`src/rtl/lrl_pkg.sv`:
```
// ----------------------------------------------------------------------------
// LRU recency list package
// Shared sizes, field widths, register codes and cell control type.
// ----------------------------------------------------------------------------
package lrl_pkg;

  // Storage sizes
  localparam int unsigned MaxEntries = 8;
  localparam int unsigned KeyBits    = 16;

  // Internal widths derived from the storage size
  localparam int unsigned PosW = (MaxEntries > 1) ? $clog2(MaxEntries) : 1;
  localparam int unsigned CntW = $clog2(MaxEntries + 1);

  // Fixed widths of the result fields and the capacity register
  localparam int unsigned HitPosW = 3;
  localparam int unsigned OccW    = 4;
  localparam int unsigned CapW    = 4;
  localparam int unsigned EvKeyW  = 16;

  // Width in which capacity and occupancy are compared
  localparam int unsigned CmpW = (CntW > CapW) ? CntW : CapW;

  localparam logic [CapW-1:0] CapReset = CapW'(5);

  // Configuration port
  localparam int unsigned AddrW = 3;
  localparam int unsigned DataW = 32;

  typedef enum logic [0:0] {
    REG_CAPACITY = 1'b0
  } lrl_reg_e;

  // Control handed to each storage cell
  typedef struct packed {
    logic load;    // take the key from the neighbour nearer the front
    logic active;  // position holds a live entry
  } lrl_cell_ctrl_t;

endpackage

```
`src/rtl/lrl_if.sv`:
```
// ----------------------------------------------------------------------------
// LRU recency list channels
// Request channel carrying one key, and response channel carrying one result.
// ----------------------------------------------------------------------------
interface lrl_req_if import lrl_pkg::*; ();
  logic               valid;
  logic               ready;
  logic [KeyBits-1:0] key;

  modport source (output valid, output key, input ready);
  modport sink   (input valid, input key, output ready);
endinterface

interface lrl_rsp_if import lrl_pkg::*; ();
  logic               valid;
  logic               ready;
  logic               hit;
  logic [HitPosW-1:0] hit_position;
  logic               evicted;
  logic [EvKeyW-1:0]  evicted_key;
  logic [OccW-1:0]    occupancy;

  modport source (output valid, output hit, output hit_position, output evicted,
                  output evicted_key, output occupancy, input ready);
  modport sink   (input valid, input hit, input hit_position, input evicted,
                  input evicted_key, input occupancy, output ready);
endinterface

```
`src/rtl/lrl_cell.sv`:
```
// ----------------------------------------------------------------------------
// LRU recency list cell
// Holds one key of the list, compares it with the incoming key and takes the
// key of its front-side neighbour when the list shifts through it.
// ----------------------------------------------------------------------------
module lrl_cell import lrl_pkg::*; (
  input  logic               clk_i,
  input  lrl_cell_ctrl_t     ctrl_i,
  input  logic [KeyBits-1:0] prev_key_i,
  input  logic [KeyBits-1:0] cmp_key_i,
  output logic [KeyBits-1:0] key_o,
  output logic               match_o
);

  logic [KeyBits-1:0] key_q;
  logic [KeyBits-1:0] key_d;

  assign key_d = ctrl_i.load ? prev_key_i : key_q;

  // Key storage needs no reset: only live positions are ever looked at.
  always_ff @(posedge clk_i) begin
    key_q <= key_d;
  end

  assign key_o   = key_q;
  assign match_o = ctrl_i.active && (key_q == cmp_key_i);

endmodule

```
`src/rtl/lru_recency_list_top.sv`:
```
// ----------------------------------------------------------------------------
// LRU recency list
// Ordered list of keys, most recently used first, built as a row of cells.
// ----------------------------------------------------------------------------
// Usage
//   Requests arrive on req_i, one key each. Every request produces exactly one
//   response on rsp_o: hit flag and position, evicted flag and key, and the
//   number of keys held after the access.
//   All cells compare the request key at once; the first live match wins.
//   In the same cycle the cells from the front down to the hit position (or to
//   the position after the last kept entry on a miss) take the key of their
//   neighbour, and the front cell takes the new key. The response is registered,
//   so it appears in the cycle after the request is accepted, and while the
//   receiver takes each response a new request is accepted in every cycle: one
//   request per cycle, set by the single compare-and-shift pass through the row of cells.
//   If the receiver stalls, the response register holds its contents and
//   req_i.ready stays low until the response is taken; a request may be
//   accepted in the same cycle as the waiting response leaves.
//   Reset empties the list (occupancy zero) and sets capacity to 5. A capacity of 0
//   acts as 1; values above the number of cells act as full size. The user writes
//   capacity over the APB port only while no request is pending; the block leaves this unenforced.
// ----------------------------------------------------------------------------
module lru_recency_list_top import lrl_pkg::*; (
  input  logic              clk_i,
  input  logic              rst_ni,
  // configuration port
  input  logic              psel,
  input  logic              penable,
  input  logic              pwrite,
  input  logic [AddrW-1:0]  paddr,
  input  logic [DataW-1:0]  pwdata,
  output logic [DataW-1:0]  prdata,
  output logic              pready,
  // channels
  lrl_req_if.sink           req_i,
  lrl_rsp_if.source         rsp_o
);

  // --------------------------------------------------------------------------
  // Configuration register
  // --------------------------------------------------------------------------
  logic [CapW-1:0] capacity_q;
  logic [CapW-1:0] capacity_d;
  logic            reg_sel;
  logic            cfg_write;

  // Register i sits at byte address 4*i; the low two bits are ignored.
  assign reg_sel   = (paddr[AddrW-1:2] == (AddrW-2)'(REG_CAPACITY));
  assign cfg_write = psel && penable && pwrite && pready;
  assign pready    = 1'b1;

  assign capacity_d = (cfg_write && reg_sel) ? pwdata[CapW-1:0] : capacity_q;
  assign prdata     = reg_sel ? DataW'(capacity_q) : '0;

  always_ff @(posedge clk_i or negedge rst_ni) begin
    if (!rst_ni) begin
      capacity_q <= CapReset;
    end else begin
      capacity_q <= capacity_d;
    end
  end

  // Capacity clamped into the range the row of cells can hold.
  logic [CmpW-1:0] cap_wide;
  logic [CmpW-1:0] cap_eff;

  assign cap_wide = CmpW'(capacity_q);

  always_comb begin
    cap_eff = cap_wide;
    if (cap_wide == '0) begin
      cap_eff = CmpW'(1);
    end
    if (cap_wide > CmpW'(MaxEntries)) begin
      cap_eff = CmpW'(MaxEntries);
    end
  end

  // --------------------------------------------------------------------------
  // Handshake and occupancy
  // --------------------------------------------------------------------------
  logic rsp_valid_q;
  logic rsp_valid_d;
  logic req_acc;

  assign req_i.ready = !rsp_valid_q || rsp_o.ready;
  assign req_acc     = req_i.valid && req_i.ready;

  logic [CntW-1:0] count_q;
  logic [CntW-1:0] count_d;

  // --------------------------------------------------------------------------
  // Row of cells
  // --------------------------------------------------------------------------
  logic [KeyBits-1:0]   cell_key [MaxEntries];
  logic [MaxEntries-1:0] cell_match;
  lrl_cell_ctrl_t       cell_ctrl [MaxEntries];
  logic [CntW-1:0]      shift_len;

  for (genvar g = 0; g < MaxEntries; g++) begin : g_cell
    logic [KeyBits-1:0] prev_key;

    if (g == 0) begin : g_front
      assign prev_key = req_i.key;
    end else begin : g_rest
      assign prev_key = cell_key[g-1];
    end

    assign cell_ctrl[g].load   = req_acc && (CntW'(g) <= shift_len);
    assign cell_ctrl[g].active = (CntW'(g) < count_q);

    lrl_cell u_cell (
      .clk_i      (clk_i),
      .ctrl_i     (cell_ctrl[g]),
      .prev_key_i (prev_key),
      .cmp_key_i  (req_i.key),
      .key_o      (cell_key[g]),
      .match_o    (cell_match[g])
    );
  end

  // First live match, nearest the front.
  logic            hit;
  logic [PosW-1:0] hit_pos;

  always_comb begin
    hit     = 1'b0;
    hit_pos = '0;
    for (int i = MaxEntries - 1; i >= 0; i--) begin
      if (cell_match[i]) begin
        hit     = 1'b1;
        hit_pos = PosW'(i);
      end
    end
  end

  // Miss handling: evict the tail when the list has reached capacity.
  logic            full;
  logic            evict;
  logic [CntW-1:0] count_m1;
  logic [PosW-1:0] tail_idx;
  logic [CntW-1:0] kept;

  assign full     = (CmpW'(count_q) >= cap_eff);
  assign evict    = !hit && full && (count_q != '0);
  assign count_m1 = count_q - CntW'(1);
  assign tail_idx = count_m1[PosW-1:0];
  assign kept     = evict ? count_m1 : count_q;

  always_comb begin
    if (hit) begin
      shift_len = CntW'(hit_pos);
      count_d   = count_q;
    end else begin
      shift_len = kept;
      count_d   = kept + CntW'(1);
    end
    if (!req_acc) begin
      count_d = count_q;
    end
  end

  always_ff @(posedge clk_i or negedge rst_ni) begin
    if (!rst_ni) begin
      count_q <= '0;
    end else begin
      count_q <= count_d;
    end
  end

  // --------------------------------------------------------------------------
  // Response register
  // --------------------------------------------------------------------------
  logic                       hit_q;
  logic [HitPosW-1:0]         hit_pos_q;
  logic                       evicted_q;
  logic [EvKeyW-1:0]          ev_key_q;
  logic [OccW-1:0]            occ_q;
  logic [PosW+HitPosW-1:0]    pos_ext;
  logic [CntW+OccW-1:0]       occ_ext;
  logic [KeyBits+EvKeyW-1:0]  ev_ext;

  assign pos_ext = (PosW + HitPosW)'(hit_pos);
  assign occ_ext = (CntW + OccW)'(count_d);
  assign ev_ext  = (KeyBits + EvKeyW)'(cell_key[tail_idx]);

  assign rsp_valid_d = req_acc || (rsp_valid_q && !rsp_o.ready);

  always_ff @(posedge clk_i or negedge rst_ni) begin
    if (!rst_ni) begin
      rsp_valid_q <= 1'b0;
    end else begin
      rsp_valid_q <= rsp_valid_d;
    end
  end

  always_ff @(posedge clk_i) begin
    if (req_acc) begin
      hit_q     <= hit;
      hit_pos_q <= hit ? pos_ext[HitPosW-1:0] : '0;
      evicted_q <= evict;
      ev_key_q  <= evict ? ev_ext[EvKeyW-1:0] : '0;
      occ_q     <= occ_ext[OccW-1:0];
    end
  end

  assign rsp_o.valid        = rsp_valid_q;
  assign rsp_o.hit          = hit_q;
  assign rsp_o.hit_position = hit_pos_q;
  assign rsp_o.evicted      = evicted_q;
  assign rsp_o.evicted_key  = ev_key_q;
  assign rsp_o.occupancy    = occ_q;

  // --------------------------------------------------------------------------
  // Assertions
  // --------------------------------------------------------------------------
`ifndef SYNTHESIS
  a_count_bound: assert property (@(posedge clk_i) disable iff (!rst_ni)
    count_q <= CntW'(MaxEntries))
    else $error("occupancy beyond the number of cells");

  a_count_hold: assert property (@(posedge clk_i) disable iff (!rst_ni)
    !req_acc |=> $stable(count_q))
    else $error("occupancy changed without a request");

  a_rsp_follows: assert property (@(posedge clk_i) disable iff (!rst_ni)
    req_acc |=> rsp_o.valid)
    else $error("accepted request gave no response");

  a_hit_no_evict: assert property (@(posedge clk_i) disable iff (!rst_ni)
    rsp_o.valid |-> !(rsp_o.hit && rsp_o.evicted))
    else $error("hit and eviction in the same response");

  a_hit_is_live: assert property (@(posedge clk_i) disable iff (!rst_ni)
    hit |-> (cell_match[hit_pos] && (CntW'(hit_pos) < count_q)))
    else $error("hit position does not point at a live match");
`endif

endmodule
```
`src/flat_wrapper.sv`:
```
// flat-port wrapper written by rule: the top's interface ports become plain ports
module lru_recency_list_top_flat import lrl_pkg::*;
  (clk_i, rst_ni, psel, penable, pwrite, paddr, pwdata, prdata, pready, req_i_valid, req_i_key, req_i_ready, rsp_o_valid, rsp_o_hit, rsp_o_hit_position, rsp_o_evicted, rsp_o_evicted_key, rsp_o_occupancy, rsp_o_ready);
  lrl_req_if req_i_i ();
  lrl_rsp_if rsp_o_i ();
  input  logic clk_i;
  input  logic rst_ni;
  input  logic psel;
  input  logic penable;
  input  logic pwrite;
  input  logic [AddrW-1:0] paddr;
  input  logic [DataW-1:0] pwdata;
  output logic [DataW-1:0] prdata;
  output logic pready;
  input wire logic [$bits(req_i_i.valid)-1:0] req_i_valid;
  input wire logic [$bits(req_i_i.key)-1:0] req_i_key;
  output wire logic [$bits(req_i_i.ready)-1:0] req_i_ready;
  output wire logic [$bits(rsp_o_i.valid)-1:0] rsp_o_valid;
  output wire logic [$bits(rsp_o_i.hit)-1:0] rsp_o_hit;
  output wire logic [$bits(rsp_o_i.hit_position)-1:0] rsp_o_hit_position;
  output wire logic [$bits(rsp_o_i.evicted)-1:0] rsp_o_evicted;
  output wire logic [$bits(rsp_o_i.evicted_key)-1:0] rsp_o_evicted_key;
  output wire logic [$bits(rsp_o_i.occupancy)-1:0] rsp_o_occupancy;
  input wire logic [$bits(rsp_o_i.ready)-1:0] rsp_o_ready;
  assign req_i_i.valid = req_i_valid;
  assign req_i_i.key = req_i_key;
  assign req_i_ready = req_i_i.ready;
  assign rsp_o_valid = rsp_o_i.valid;
  assign rsp_o_hit = rsp_o_i.hit;
  assign rsp_o_hit_position = rsp_o_i.hit_position;
  assign rsp_o_evicted = rsp_o_i.evicted;
  assign rsp_o_evicted_key = rsp_o_i.evicted_key;
  assign rsp_o_occupancy = rsp_o_i.occupancy;
  assign rsp_o_i.ready = rsp_o_ready;
  lru_recency_list_top u_core (.clk_i(clk_i), .rst_ni(rst_ni), .psel(psel), .penable(penable), .pwrite(pwrite), .paddr(paddr), .pwdata(pwdata), .prdata(prdata), .pready(pready), .req_i(req_i_i), .rsp_o(rsp_o_i));
endmodule
```
`config.mk`:
```
export PLATFORM = sky130hd
export DESIGN_NAME = lru_recency_list_top_flat
export DESIGN_NICKNAME = d
export VERILOG_FILES = /design/src/rtl/lrl_pkg.sv /design/src/rtl/lrl_if.sv /design/src/rtl/lrl_cell.sv /design/src/rtl/lru_recency_list_top.sv /design/src/flat_wrapper.sv
export SDC_FILE = /design/constraint.sdc
export NUM_CORES = 1
export LEC_CHECK = 0
export BUFFER_PORTS_ARGS = -buffer_cell sky130_fd_sc_hd__buf_2
export CAP_MARGIN = 30
export CORE_ASPECT_RATIO = 0.7
export CORE_MARGIN = 1
export CORE_UTILIZATION = 50
export CTS_BUF_LIST = sky130_fd_sc_hd__clkbuf_16
export DETAILED_ROUTE_END_ITERATION = 10
export PLACE_DENSITY = 0.71
export SKIP_LAST_GASP = 1
export SYNTH_ARGS = -nofsm -noshare
export SYNTH_HDL_FRONTEND = slang
export SYNTH_SLANG_ARGS = --single-unit
export TNS_END_PERCENT = 30
```
`constraint.sdc`:
```
create_clock -name clk_i -period 5.8 [get_ports clk_i]
set_clock_uncertainty 0.1 [all_clocks]
set_input_delay 0.29 -clock clk_i [delete_from_list [all_inputs] [get_ports clk_i]]
set_output_delay 0.29 -clock clk_i [all_outputs]
set_load 0.01 [all_outputs]
```
* After elaboration in Yosys (flattened, before gate mapping)
Cells that the tools add are included.
** Storage, ports and cells
- Logic and storage cells :: 103
- Bits in registers :: 162
** Cells by class
- Bitwise logic cells :: 2
- Eq/ne operators :: 8
- Order comparisons :: 19
- $add $sub $neg :: 2
- Muxes and demuxes :: 26
- Reductions and logical operators :: 30
** Operator list (number)
- $eq A16 B16 Y1 :: 8
- $bmux W16 S3 :: 1
- $mux W16 :: 2
- $mux W4 :: 7
- $mux W3 :: 8
- $logic_and A1 B1 Y1 :: 23
- $le A3 B4 Y1 const A :: 4
- $lt A3 B4 Y1 const A :: 4
- $le A1 B4 Y1 const A :: 2
- $le A2 B4 Y1 const A :: 2
- $lt A1 B4 Y1 const A :: 2
- $lt A2 B4 Y1 const A :: 2
- $mux W1 :: 8
- $add A4 B1 Y4 const B :: 1
- $ge A4 B4 Y1 :: 1
- $ge A4 B4 Y1 const B :: 1
- $gt A4 B4 Y1 const B :: 1
- $logic_not A4 Y1 :: 1
- $not A3 Y4 :: 1
- $reduce_bool A4 Y1 :: 1
- $sub A4 B1 Y4 const B :: 1
- $logic_not A1 Y1 :: 3
- $logic_or A1 B1 Y1 :: 2
- $not A1 Y1 :: 1

* Longest topological paths before layout
Gate-level depths: netlist of the first run.
- Word-level depth :: 17
- Depth in mapped cells :: 18
- Depth with buffers taken out :: 15

* Modules after synthesis
A second synthesis of the first run with hierarchy kept.
** Unflattened totals
- Cells, all modules :: 580
- Area, all modules :: 8293.0 µm²
** Modules (own cells, without submodules)
- lrl_cell :: cells each 38, seq. area each 480.5 µm², times used 8, area an instance 661.9 µm²
- lru_recency_list_top :: cells each 276, seq. area each 978.4 µm², times used 1, area an instance 2997.9 µm²

* Least setup slack after synthesis of the first run
Ideal clock, no wire load.
- Path type :: register -> register
- Start :: register u_core.count_q[0]
- End :: register u_core.g_cell[7].u_cell.key_q[0] (enable)
- Path slack :: 1280 ps
- Cell stages (with the launch flop) :: 14
- Arrival :: 4027 ps
- Setup time :: 393 ps
- Required time :: 5307 ps
- Cell sequence :: dfrtp_1 clkbuf_1 buf_6 buf_6 inv_1 ha_1 nand2b_1 a21o_1 a211o_1 nand2_1 nor4_1 xnor2_1 o2bb2ai_1 a21boi_1
** RTL lines
- start: declaration :: line lru_recency_list_top.sv:89 : logic [CntW-1:0] count_q;
- start signal: assignment :: line lru_recency_list_top.sv:167 : count_q <= count_d;
- end signal: assignment :: line lrl_cell.sv:22 : key_q <= key_d;
- end: declaration :: line lrl_cell.sv:15 : logic [KeyBits-1:0] key_q;

==> impl_metrics.csv, run 1 <==
group,metric,value,unit
timing,hold_viol,0,
clock_network,clock_tree.htree_level_count,4,
layout,layout.nets,735,
layout,drive_above_1_share,21.3,%
worst_setup_path,cp_slowest_cell,"dfrtp_2",
synthesis,synth_adder_area_share,1.33,%
worst_setup_path,setup_crit_start_kind,"flop",
timing,max_slew_margin,34.7,%
worst_setup_path,worst_setup_path_startpoint,"u_core.count_q[0]",
clock_network,largest_buffer_count_on_any_clock_path,2,
worst_setup_path,critical_path.max_stage_delay,0.83,ns
placed_design,pre_cts_ws,1.76,ns
routing,ant_nets,0,
synthesis,yosys.cell_types.count,54,
pwr,power-per-cell-area,600,mW/mm2
routing,drt_drc_violations_left,0,
synthesis,edff_count_synth,153,
global_route,grt.total_usage,24.1,%
timing,final-setup-viol-count,0,
synthesis,yosysWarningCount,0,
floorplanning,core_area,0.0164,mm2
timing,final.setup.worst_slack,1.76,ns
synthesis,synth.top_cells.by_area,"edfxtp_1 (54%), mux4_2 (8.5%), xnor2_1 (7.2%)",
worst_setup_path,endpoint_type_of_the_worst_setup_path,"flop",
clock_network,clk_transition_reported_paths,0.06,ns
layout,n_antenna_cell,0,
layout,number_of_standard_cells_in_the_final_layout_excluding_fillers,906,
placed_design,dpl.cell_count,867,
worst_setup_path,cpMostUsedCell,"nand2_1",
routing,num_vias,5195,
clock_network,cts_tree,"built",
synthesis,post_synth_inst_count,608,
global_route,grtUsageMet2,33.0,%
worst_setup_path,r2r_start,"u_core.count_q[0]",
pwr,power_leakage,3.39,nW
layout,n_fill_cell,1289,
placed_design,buffers_on_ports,58,
global_route,gr-total-overflow,0,
timing,finalWorstPathRequiredPeriod,4.04,ns
timing,slew_worst_pin,0.980,ns
timing,rsz_0062_raised_after_global_routing,"no",
synthesis,dominant_combinational_cell_family_by_area_after_synthesis,"XOR/XNOR gates",
synthesis,syn_area_per_cell,13.9,um2
layout,area_growth_syn_to_layout,11.6,%
synthesis,synth_async_sr_flop_share,5.56,%
clock_network,cts_root_buffer,"clkbuf_16",
global_route,busiest_layer,"met1",
synthesis,synthesized_cell_area,0.00847,mm2
worst_setup_path,maximum_fanout_count_along_the_critical_path,23,
synthesis,synth.area.mux_share,9.17,%
synthesis,synth_compound_gate_area_share,3.85,%
worst_setup_path,path_class,"reg2reg",
hold_path,timing.hold.worst.class,"in2reg",
synthesis,synthSimpleGateAreaFrac,8.29,%
routing,routedWlPerCell,21.7,um
placed_design,hpwlAfterDp,13900,um
job,timing.max_cap.violations,0,
global_route,global_routing_usage_on_met3,8.01,%
clock_network,numCtsBuffers,17,
timing,post-route-period-util,69.7,%
timing,max_freq,0.247,GHz
synthesis,synthXorXnorAreaFrac,14.5,%
clock_network,clock_sink_count,162,
run_status,status,"complete, no violations",
global_route,met1_usage,36.6,%
placed_design,place_congestion,0.895,
floorplanning,initial_utilization,51.5,%
global_route,grt_antenna_before_repair,0,
floorplanning,fp.dieArea,0.0175,mm2
timing,final_max_slew_viol_count,0,
routing,dr.pass1.iters,5,
synthesis,synth.largest_area_cell,"edfxtp_1",
pwr,max-vdd-ir-drop,0.289,mV
synthesis,synth.most_common_cell,"edfxtp_1",
routing,vias_per_cell,5.73,
synthesis,synth_seq_cells,162,
routing,first_iter_violations,548,
routing,totalWireLength,19600,um
synthesis,ys_seq_area_share,56.9,%
worst_setup_path,worstPathCellList,"inv_1 > ha_1 > nand2b_1 > a21o_1 > a211o_1 > nand2_1 > nor4_1 > xnor2_1 > a311o_2 > nand2_1",
worst_setup_path,critPathArrivalTime,4.00,ns
synthesis,yosys.area.top_type_share,54.2,%
floorplanning,floorplan.die.height,111,um
floorplanning,die_width,158,um
global_route,wire_length_of_the_first_global_routing_pass,30000,um
floorplanning,number_of_rows_created_at_floorplan,39,
global_route,vias_in_the_first_global_route,5055,
global_route,grt_start_max_net_pins,46,
clock_network,worst_skew_pair.late_latency,0.43,ns
floorplanning,floorplan.io_pins,118,
synthesis,synth_commonest_cells,"edfxtp_1 (153), xnor2_1 (70), xor2_1 (68), nand2_1 (46), buf_4 (36)",
clock_network,post_cts_buffers,0,
synthesis,synth-main-ff-cell,"edfxtp_1",
timing,fin_setup_tns,0,ns
worst_setup_path,worst_ep_required_time,5.76,ns
hold_path,min_from,"rsp_o_ready",
-- what timing repair did --
| action | in CTS | in global routing |
|---|---|---|
| gates resized for setup | 0 | 0 |
| hold buffers | 6 | 0 |
| endpoints found under the setup margin | 0 | 0 |
| endpoints found under the hold margin | 14 | 0 |
-- critical path: cells and delay by family, from the launching register on --
family	cells	cell delay (ns)
simple gates	4	1.03
flops	1	0.83
xor+xnor	1	0.18
compound gates	3	0.99
buf+inv	1	0.19
fa+ha+maj	1	0.33
-- cells in the final DEF, fill, tap and decap left out, types with 4 or more instances in the layout --
cell / n
edfxtp_1: 153
xnor2_1: 70
xor2_1: 68
buf_2: 58
nand2_1: 46
mux4_2: 32
conb_1: 29
a21oi_1: 27
nand4_1: 17
clkbuf_16: 17
nor2_1: 16
nor3_1: 13
nor4_1: 12
nand3_1: 12
buf_4: 10
inv_1: 9
ha_1: 9
dlygate4sd3_1: 6
dfrtp_1: 6
mux2_2: 5
nor2b_1: 5
nand2b_1: 4
bufinv_16: 4
-- stage by stage --
| step | area (um2) | power, mW | hold slack, ns | util [%] |
|---|---|---|---|---|
| final | 9450 | 5.67 | 0.0550 | 57.5 |
| after CTS | 9430 | 5.66 | 0.0471 | 57.4 |
| after floorplan | 8570 | 3.76 | -0.106 | - |
| after global placement | 8760 | 4.41 | 0.0546 | 53.2 |
| after detailed placement | 8760 | 4.46 | 0.0691 | 53.2 |
| after global routing | 9450 | 5.96 | 0.0817 | 57.5 |
-- power by group --
part	switching, mW	internal [mW]
sequential	0.395	1.91
combinational	1.25	0.932
clock	0.468	0.716
-- sequential cells by signal, summed over array words and instances, names as in the netlist --
register                    count
u_core.rsp_o.hit                1
u_core.g_cell.u_cell.key_o    128
u_core.rsp_o.occupancy          4
u_core.rsp_o.valid              1
u_core.count_q                  4
u_core.rsp_o.evicted_key       16
u_core.rsp_o.evicted            1
u_core.cap_wide                 4
u_core.rsp_o.hit_position       3
-- cells by family (layout without fill, tap and decap cells) --
group | count (synthesis) | after routing
AOI/OAI and AO/OA | 52 | 52
muxes | 37 | 37
buffers and inverters | 70 | 116
adders and majority gates | 9 | 9
DFF | 162 | 162
other | 2 | 29
xor gates and xnor gates | 139 | 139
and+or+nand+nor | 137 | 137
-- per-layer routing --
layer  routed length, um  vias to the layer above
met5                   0                        -
met4                 199                        0
met3                2250                       18
met2                8510                      288
met1                8680                     2587
li1                    -                     2302
-- path summary, 6_finish.rpt --
| kind | cells after the start | to | slack (ns) |
|---|---|---|---|
| min reg2reg | 0 | u_core.g_cell[7].u_cell.key_o[14] | 0.40 |
| max | 10 | u_core.g_cell[2].u_cell.key_o[11] | 1.76 |
| min in group asynchronous | 2 | u_core.count_q[3] | 0.15 |
| min | 3 | u_core.rsp_o.valid | 0.06 |
| max reg2reg | 10 | u_core.g_cell[2].u_cell.key_o[11] | 1.76 |
| max in group asynchronous | 2 | u_core.cap_wide[2] | 5.19 |
-- area by class of cell --
cell class | count | area (um2) | area share [%]
Timing Repair Buffer | 75 | 445 | 4.71
Clock inverter | 15 | 190 | 2.01
Tap cell | 225 | 282 | 2.98
Inverter | 9 | 33.8 | 0.357
Sequential cell | 162 | 4820 | 51.0
Multi-Input combinational cell | 403 | 3250 | 34.4
Clock buffer | 17 | 425 | 4.50
(Power assumes the default switching activity.)
==> run 2: changes to the inputs <==
- ABC_AREA: default -> 1
- PLACE_DENSITY: 0.71 -> 0.7
- clock period: 5.8 -> 4.1 ns (I/O delays scaled with it)
==> impl_metrics.csv, run 2 <==
group,metric,value,unit
run_status,status,"complete, no violations",
timing,fin_setup_tns,0,ns
clock_network,post_cts_resized,0,
global_route,grt_start_max_net_pins,86,
floorplanning,die_width,173,um
routing,first_iter_violations,1410,
layout,area_growth_syn_to_layout,9.87,%
worst_setup_path,path_delay_family,"simple AND/OR/NAND/NOR gates",
clock_network,largest_buffer_count_on_any_clock_path,2,
timing,slew_worst_pin,0.847,ns
timing,final_max_slew_viol_count,0,
pwr,max-vdd-ir-drop,0.514,mV
timing,hold_viol,0,
synthesis,post_synth_inst_count,1261,
floorplanning,number_of_rows_created_at_floorplan,43,
floorplanning,fp.dieArea,0.0211,mm2
layout,drive_above_1_share,12.1,%
global_route,gr-total-overflow,0,
synthesis,yosys.area.top_type_share,44.7,%
worst_setup_path,endpoint_type_of_the_worst_setup_path,"flop",
synthesis,yosysWarningCount,0,
layout,n_antenna_cell,0,
worst_setup_path,path_class,"reg2reg",
worst_setup_path,worst_ep_required_time,4.06,ns
synthesis,yosys.cell_types.count,48,
synthesis,synth.largest_area_cell,"edfxtp_1",
placed_design,pre_cts_ws,0.521,ns
synthesis,synth-main-ff-cell,"edfxtp_1",
job,timing.max_cap.violations,0,
routing,dr.pass1.iters,7,
pwr,power-per-cell-area,823,mW/mm2
routing,num_vias,9056,
clock_network,clock_sink_count,162,
worst_setup_path,worstPathCellList,"inv_1 > ha_1 > o21ai_0 > nand3_1 > nor2_1 > nand3_2 > nand2_2 > nor2_4 > nand3_2 > nand2_1 > nand2_2 > nand2_1 > nand2_2 > nand3_1 > nand2_1",
worst_setup_path,critPathArrivalTime,3.68,ns
timing,rsz_0062_raised_after_global_routing,"no",
routing,routedWlPerCell,20.3,um
timing,max_freq,0.269,GHz
synthesis,synth_commonest_cells,"nand2_1 (400), edfxtp_1 (153), inv_1 (127), nor2_1 (118), nand3_1 (54)",
clock_network,numCtsBuffers,17,
layout,mostFrequentLayoutCells,"nand2_1 (400), edfxtp_1 (153), inv_1 (127)",
global_route,wire_length_of_the_first_global_routing_pass,48300,um
worst_setup_path,setup_crit_start_kind,"flop",
placed_design,hpwlAfterDp,25200,um
global_route,grt.total_usage,31.5,%
global_route,vias_in_the_first_global_route,8142,
global_route,grt_antenna_before_repair,0,
synthesis,edff_count_synth,153,
floorplanning,initial_utilization,51.5,%
routing,drt_drc_violations_left,0,
worst_setup_path,critical_path.max_stage_delay,0.64,ns
floorplanning,floorplan.die.height,122,um
timing,post-route-period-util,90.6,%
placed_design,buffers_on_ports,58,
hold_path,timing.hold.worst.class,"in2async",
worst_setup_path,worst-path-buf-inv,1,
timing,final-setup-viol-count,0,
synthesis,syn_area_per_cell,8.15,um2
synthesis,ys_seq_area_share,46.9,%
floorplanning,core_area,0.0200,mm2
synthesis,synth.top_cells.by_area,"edfxtp_1 (45%), nand2_1 (15%), inv_1 (4.6%)",
layout,mostFrequentLayoutCell,"nand2_1",
pwr,power_leakage,5.06,nW
layout,layout.nets,1381,
routing,vias_per_cell,5.67,
floorplanning,floorplan.io_pins,118,
synthesis,synth.most_common_cell,"nand2_1",
placed_design,place_congestion,0.972,
timing,hold-worst-slack,0.0607,ns
synthesis,synthesized_cell_area,0.0103,mm2
pwr,total_power,9.29,mW
clock_network,clk_transition_reported_paths,0.07,ns
worst_setup_path,cp_slowest_cell,"nand2_1",
routing,totalWireLength,32400,um
layout,flip_flop_count_of_the_largest_register_all_copies_and_words_added,128,
clock_network,worst_skew_pair.late_latency,0.44,ns
synthesis,synth_async_sr_flop_share,5.56,%
clock_network,cts_tree,"built",
clock_network,cts_root_buffer,"clkbuf_16",
timing,final.setup.worst_slack,0.384,ns
worst_setup_path,maximum_fanout_count_along_the_critical_path,16,
timing,finalWorstPathRequiredPeriod,3.72,ns
clock_network,clock_tree.htree_level_count,4,
routing,ant_nets,0,
synthesis,synth_seq_cells,162,
timing,max_slew_margin,43.4,%
run 2: changes by cell type after synthesis, moves of 9 or more:
cell,before,now
nand2_1,46,400
o21ai_0,4,45
clkbuf_1,6,22
nand4_1,17,50
xor2_1,68,25
nor2_1,16,118
nand2_2,0,15
nand3_1,12,54
mux4_2,32,0
inv_1,9,127
o211ai_1,1,52
xnor2_1,70,16
inv_2,0,9
run 2: worst paths after layout:
check / start / to / slack, ns / cells past startpoint
setup / recovery: u_core.count_q[1] / u_core.g_cell[3].u_cell.key_o[3] / 0.38 / 15
hold / removal: rst_ni / u_core.cap_wide[1] / 0.06 / 2
setup reg to reg: u_core.count_q[1] / u_core.g_cell[3].u_cell.key_o[3] / 0.38 / 15
hold reg to reg: u_core.g_cell[3].u_cell.key_o[15] / u_core.g_cell[4].u_cell.key_o[15] / 0.35 / 0
max in group asynchronous: rst_ni / u_core.cap_wide[2] / 3.57 / 2
min in group clk_i: req_i_key[10] / u_core.g_cell[0].u_cell.key_o[10] / 0.07 / 1
run 2: report_power, final:
group | leakage, nW | internal (mW) | switching [mW]
clock network | 0.301 | 0.974 | 0.708
logic | 3.21 | 1.25 | 3.07
registers | 1.55 | 2.78 | 0.506
total | 5.06 | 5.00 | 4.28
run 2: metrics by stage:
step	instance area [um2]	util, %	cells
final	11300	56.5	1597
after global routing	11300	56.5	1597
after CTS	11300	56.5	1597
after detailed placement	10600	53.1	1558
after global placement	10600	53.1	1558
after floorplan	10400	-	1288
run 2: what timing repair did:
action	in CTS	in global routing
endpoints found under the hold margin	14	0
buffers inserted	0	0
hold buffers	7	0
run 2: cell families after synthesis:
family	after synthesis	synth area share [%]
AOI/OAI and AO/OA	135	8.05
xor gates and xnor gates	42	3.65
DFF	162	46.9
other	2	0.0731
adders and majority gates	9	1.10
buffers and inverters	218	10.6
and+or+nand+nor	693	29.6
run 2: area by class of cell:
cell class              count  area (um2)
clock inverters            15         189
inverters                 146         577
fillers                  1825        8670
well taps                 270         338
flip-flops and latches    162        4830
multi-input cells         908        4470
repair buffers             79         465
clock buffers              17         425
run 2: metal layers:
layer / vias to the layer above / GRT usage, % / wire [um]
li1: 4247 / - / -
met1: 4221 / 44.7 / 13800
met2: 523 / 45.9 / 13500
met3: 65 / 8.58 / 4120
met4: 0 / 12.0 / 988
met5: - / 0 / 0
==> run 3: changes to the inputs <==
- CAP_MARGIN: 30 -> 20
- SYNTH_HIERARCHICAL: default -> 1
==> impl_metrics.csv, run 3 <==
group,metric,value,unit
global_route,grt_antenna_before_repair,0,
worst_setup_path,cpMostUsedCell,"nand2_1",
timing,final.setup.worst_slack,0.312,ns
global_route,wire_length_of_the_first_global_routing_pass,35600,um
global_route,grtUsageMet2,34.6,%
global_route,global_routing_usage_on_met3,6.41,%
timing,fin_setup_tns,0,ns
timing,final-setup-viol-count,0,
timing,max_freq,0.264,GHz
run_status,status,"complete, no violations",
routing,first_iter_violations,987,
floorplanning,floorplan.die.height,116,um
worst_setup_path,critical_path.max_stage_delay,0.42,ns
global_route,grt_start_max_net_pins,69,
global_route,busiest_layer,"met1",
synthesis,synthesized_cell_area,0.00923,mm2
synthesis,synth-main-ff-cell,"edfxtp_1",
synthesis,yosys.area.top_type_share,49.8,%
clock_network,cts_tree,"built",
routing,totalWireLength,23100,um
clock_network,largest_buffer_count_on_any_clock_path,2,
synthesis,synth.top_cells.by_area,"edfxtp_1 (50%), nand2_1 (13%), inv_1 (6.7%)",
clock_network,clk_transition_reported_paths,0.07,ns
timing,slew_worst_pin,0.861,ns
worst_setup_path,path_delay_family,"simple AND/OR/NAND/NOR gates",
placed_design,dpl.cell_count,1414,
routing,num_vias,7591,
floorplanning,floorplan.io_pins,118,
placed_design,pre_cts_ws,0.471,ns
pwr,power-per-cell-area,811,mW/mm2
layout,mostFrequentLayoutCell,"nand2_1",
timing,final_max_slew_viol_count,0,
routing,routedWlPerCell,15.9,um
placed_design,buffers_on_ports,58,
clock_network,numCtsBuffers,17,
worst_setup_path,critPathArrivalTime,3.79,ns
job,timing.max_cap.violations,0,
timing,rsz_0062_raised_after_global_routing,"no",
timing,hold_viol,0,
synthesis,syn_area_per_cell,8.15,um2
layout,drive_above_1_share,12.8,%
routing,dr.pass1.iters,5,
global_route,gr-total-overflow,0,
synthesis,post_synth_inst_count,1133,
layout,mostFrequentLayoutCells,"nand2_1 (324), inv_1 (166), edfxtp_1 (153)",
floorplanning,fp.dieArea,0.0190,mm2
synthesis,synth.most_common_cell,"nand2_1",
layout,area_growth_syn_to_layout,12.0,%
hold_path,timing.hold.worst.class,"in2reg",
placed_design,place_congestion,0.852,
routing,ant_nets,0,
layout,number_of_standard_cells_in_the_final_layout_excluding_fillers,1453,
floorplanning,core_area,0.0181,mm2
global_route,met1_usage,39.4,%
synthesis,synth.largest_area_cell,"edfxtp_1",
worst_setup_path,setup_crit_start_kind,"flop",
global_route,vias_in_the_first_global_route,6641,
clock_network,clock_sink_count,162,
worst_setup_path,worstPathCellList,"inv_1 > ha_1 > o21ai_0 > nand2_1 > nor2_1 > nand2_1 > nor2_1 > nand2_1 > nor2_2 > inv_2 > nand2_1 > nor2_2 > nand2_4 > nor2_8 > nand2_4 > nand2_1 > nand2_2 > nand2_1 > o21ai_2 > nand2_1 > a21oi_1 > buf_4",
pwr,max-vdd-ir-drop,0.522,mV
synthesis,edff_count_synth,153,
timing,finalWorstPathRequiredPeriod,3.79,ns
worst_setup_path,worst-path-buf-inv,3,
floorplanning,number_of_rows_created_at_floorplan,41,
synthesis,synth_async_sr_flop_share,5.56,%
layout,n_antenna_cell,0,
timing,max_slew_margin,42.3,%
routing,vias_per_cell,5.22,
worst_setup_path,path_class,"reg2reg",
clock_network,post_cts_resized,0,
pwr,power_leakage,4.88,nW
clock_network,clock_tree.htree_level_count,4,
synthesis,synth_commonest_cells,"nand2_1 (324), inv_1 (164), edfxtp_1 (153), nor2_1 (152), o21ai_0 (78)",
worst_setup_path,maximum_fanout_count_along_the_critical_path,22,
routing,drt_drc_violations_left,0,
synthesis,synth_seq_cells,162,
worst_setup_path,cp_slowest_cell,"dfrtp_1",
synthesis,yosysWarningCount,6,
layout,flip_flop_count_of_the_largest_register_all_copies_and_words_added,128,
clock_network,cts_root_buffer,"clkbuf_16",
placed_design,hpwlAfterDp,15900,um
timing,hold-worst-slack,0.0483,ns
layout,layout.nets,1270,
layout,finish.utilization,57.3,%
worst_setup_path,worst_ep_required_time,4.11,ns
global_route,grt.total_usage,25.3,%
synthesis,ys_seq_area_share,52.3,%
timing,post-route-period-util,92.4,%
floorplanning,initial_utilization,51.1,%
clock_network,worst_skew_pair.late_latency,0.43,ns
worst_setup_path,endpoint_type_of_the_worst_setup_path,"flop",
floorplanning,die_width,164,um
synthesis,yosys.cell_types.count,30,
run 3: final timing paths:
path	depth (start not counted)	start	slack, ns	to
setup / recovery	22	u_core/count_q[1]	0.31	u_core/g_cell[7].u_cell/key_o[7]
hold / removal	1	req_i_key[8]	0.05	u_core/g_cell[0].u_cell/key_o[8]
setup reg to reg	22	u_core/count_q[1]	0.31	u_core/g_cell[7].u_cell/key_o[7]
hold reg to reg	0	u_core/g_cell[5].u_cell/key_o[6]	0.37	u_core/g_cell[6].u_cell/key_o[6]
max in group asynchronous	2	rst_ni	3.58	u_core/cap_wide[2]
min in group asynchronous	2	rst_ni	0.06	u_core/count_q[1]
run 3: worst reg2reg max path: stages, from the launching register on:
cell,delay (ns)
dfrtp_1,0.42
inv_1,0.14
ha_1,0.31
o21ai_0,0.36
nand2_1,0.09
nor2_1,0.12
nand2_1,0.06
nor2_1,0.10
nand2_1,0.06
nor2_2,0.12
inv_2,0.06
nand2_1,0.10
nor2_2,0.06
nand2_4,0.12
nor2_8,0.06
nand2_4,0.23
nand2_1,0.11
nand2_2,0.10
nand2_1,0.08
o21ai_2,0.09
nand2_1,0.10
a21oi_1,0.16
buf_4,0.30
run 3: report_power, final:
group | leakage (nW) | total [mW] | switching [mW] | internal (mW)
Combinational | 3.03 | 3.55 | 2.46 | 1.09
Sequential | 1.55 | 3.26 | 0.492 | 2.77
Clock | 0.295 | 1.58 | 0.634 | 0.941
run 3: metal layers:
| layer | vias up | wire length, um |
|---|---|---|
| met5 | - | 0 |
| met4 | 0 | 252 |
| met3 | 19 | 2780 |
| met2 | 387 | 9430 |
| met1 | 3478 | 10600 |
| li1 | 3707 | - |
run 3: timing repair:
item	in CTS	in global routing
setup buffers	0	0
hold endpoints to repair	14	0
hold buffers	7	0
run 3: final cells by class:
type / count / area [um2]
timing repair buffer: 78 / 458
clock buffer: 17 / 425
fill: 1603 / 7720
multi-input combinational: 755 / 3470
inverter: 190 / 716
tap: 236 / 295
sequential: 162 / 4820
clock inverter: 15 / 153
run 3: cells by family after synthesis:
logic type / count (synthesis) / synth area share [%]
flip-flops: 162 / 52.3
XOR/XNOR: 26 / 2.55
other: 2 / 0.0814
buffers and inverters: 243 / 11.3
AND/OR/NAND/NOR: 525 / 23.0
AO/OA/AOI/OAI: 167 / 9.75
adder cells (fa/ha/maj): 8 / 1.08
run 3: metrics by stage:
step	power, mW	area [um2]
after floorplan	5.58	9330
after global placement	6.63	9690
after detailed placement	6.70	9690
after CTS	8.31	10300
after global routing	8.92	10300
final	8.38	10300
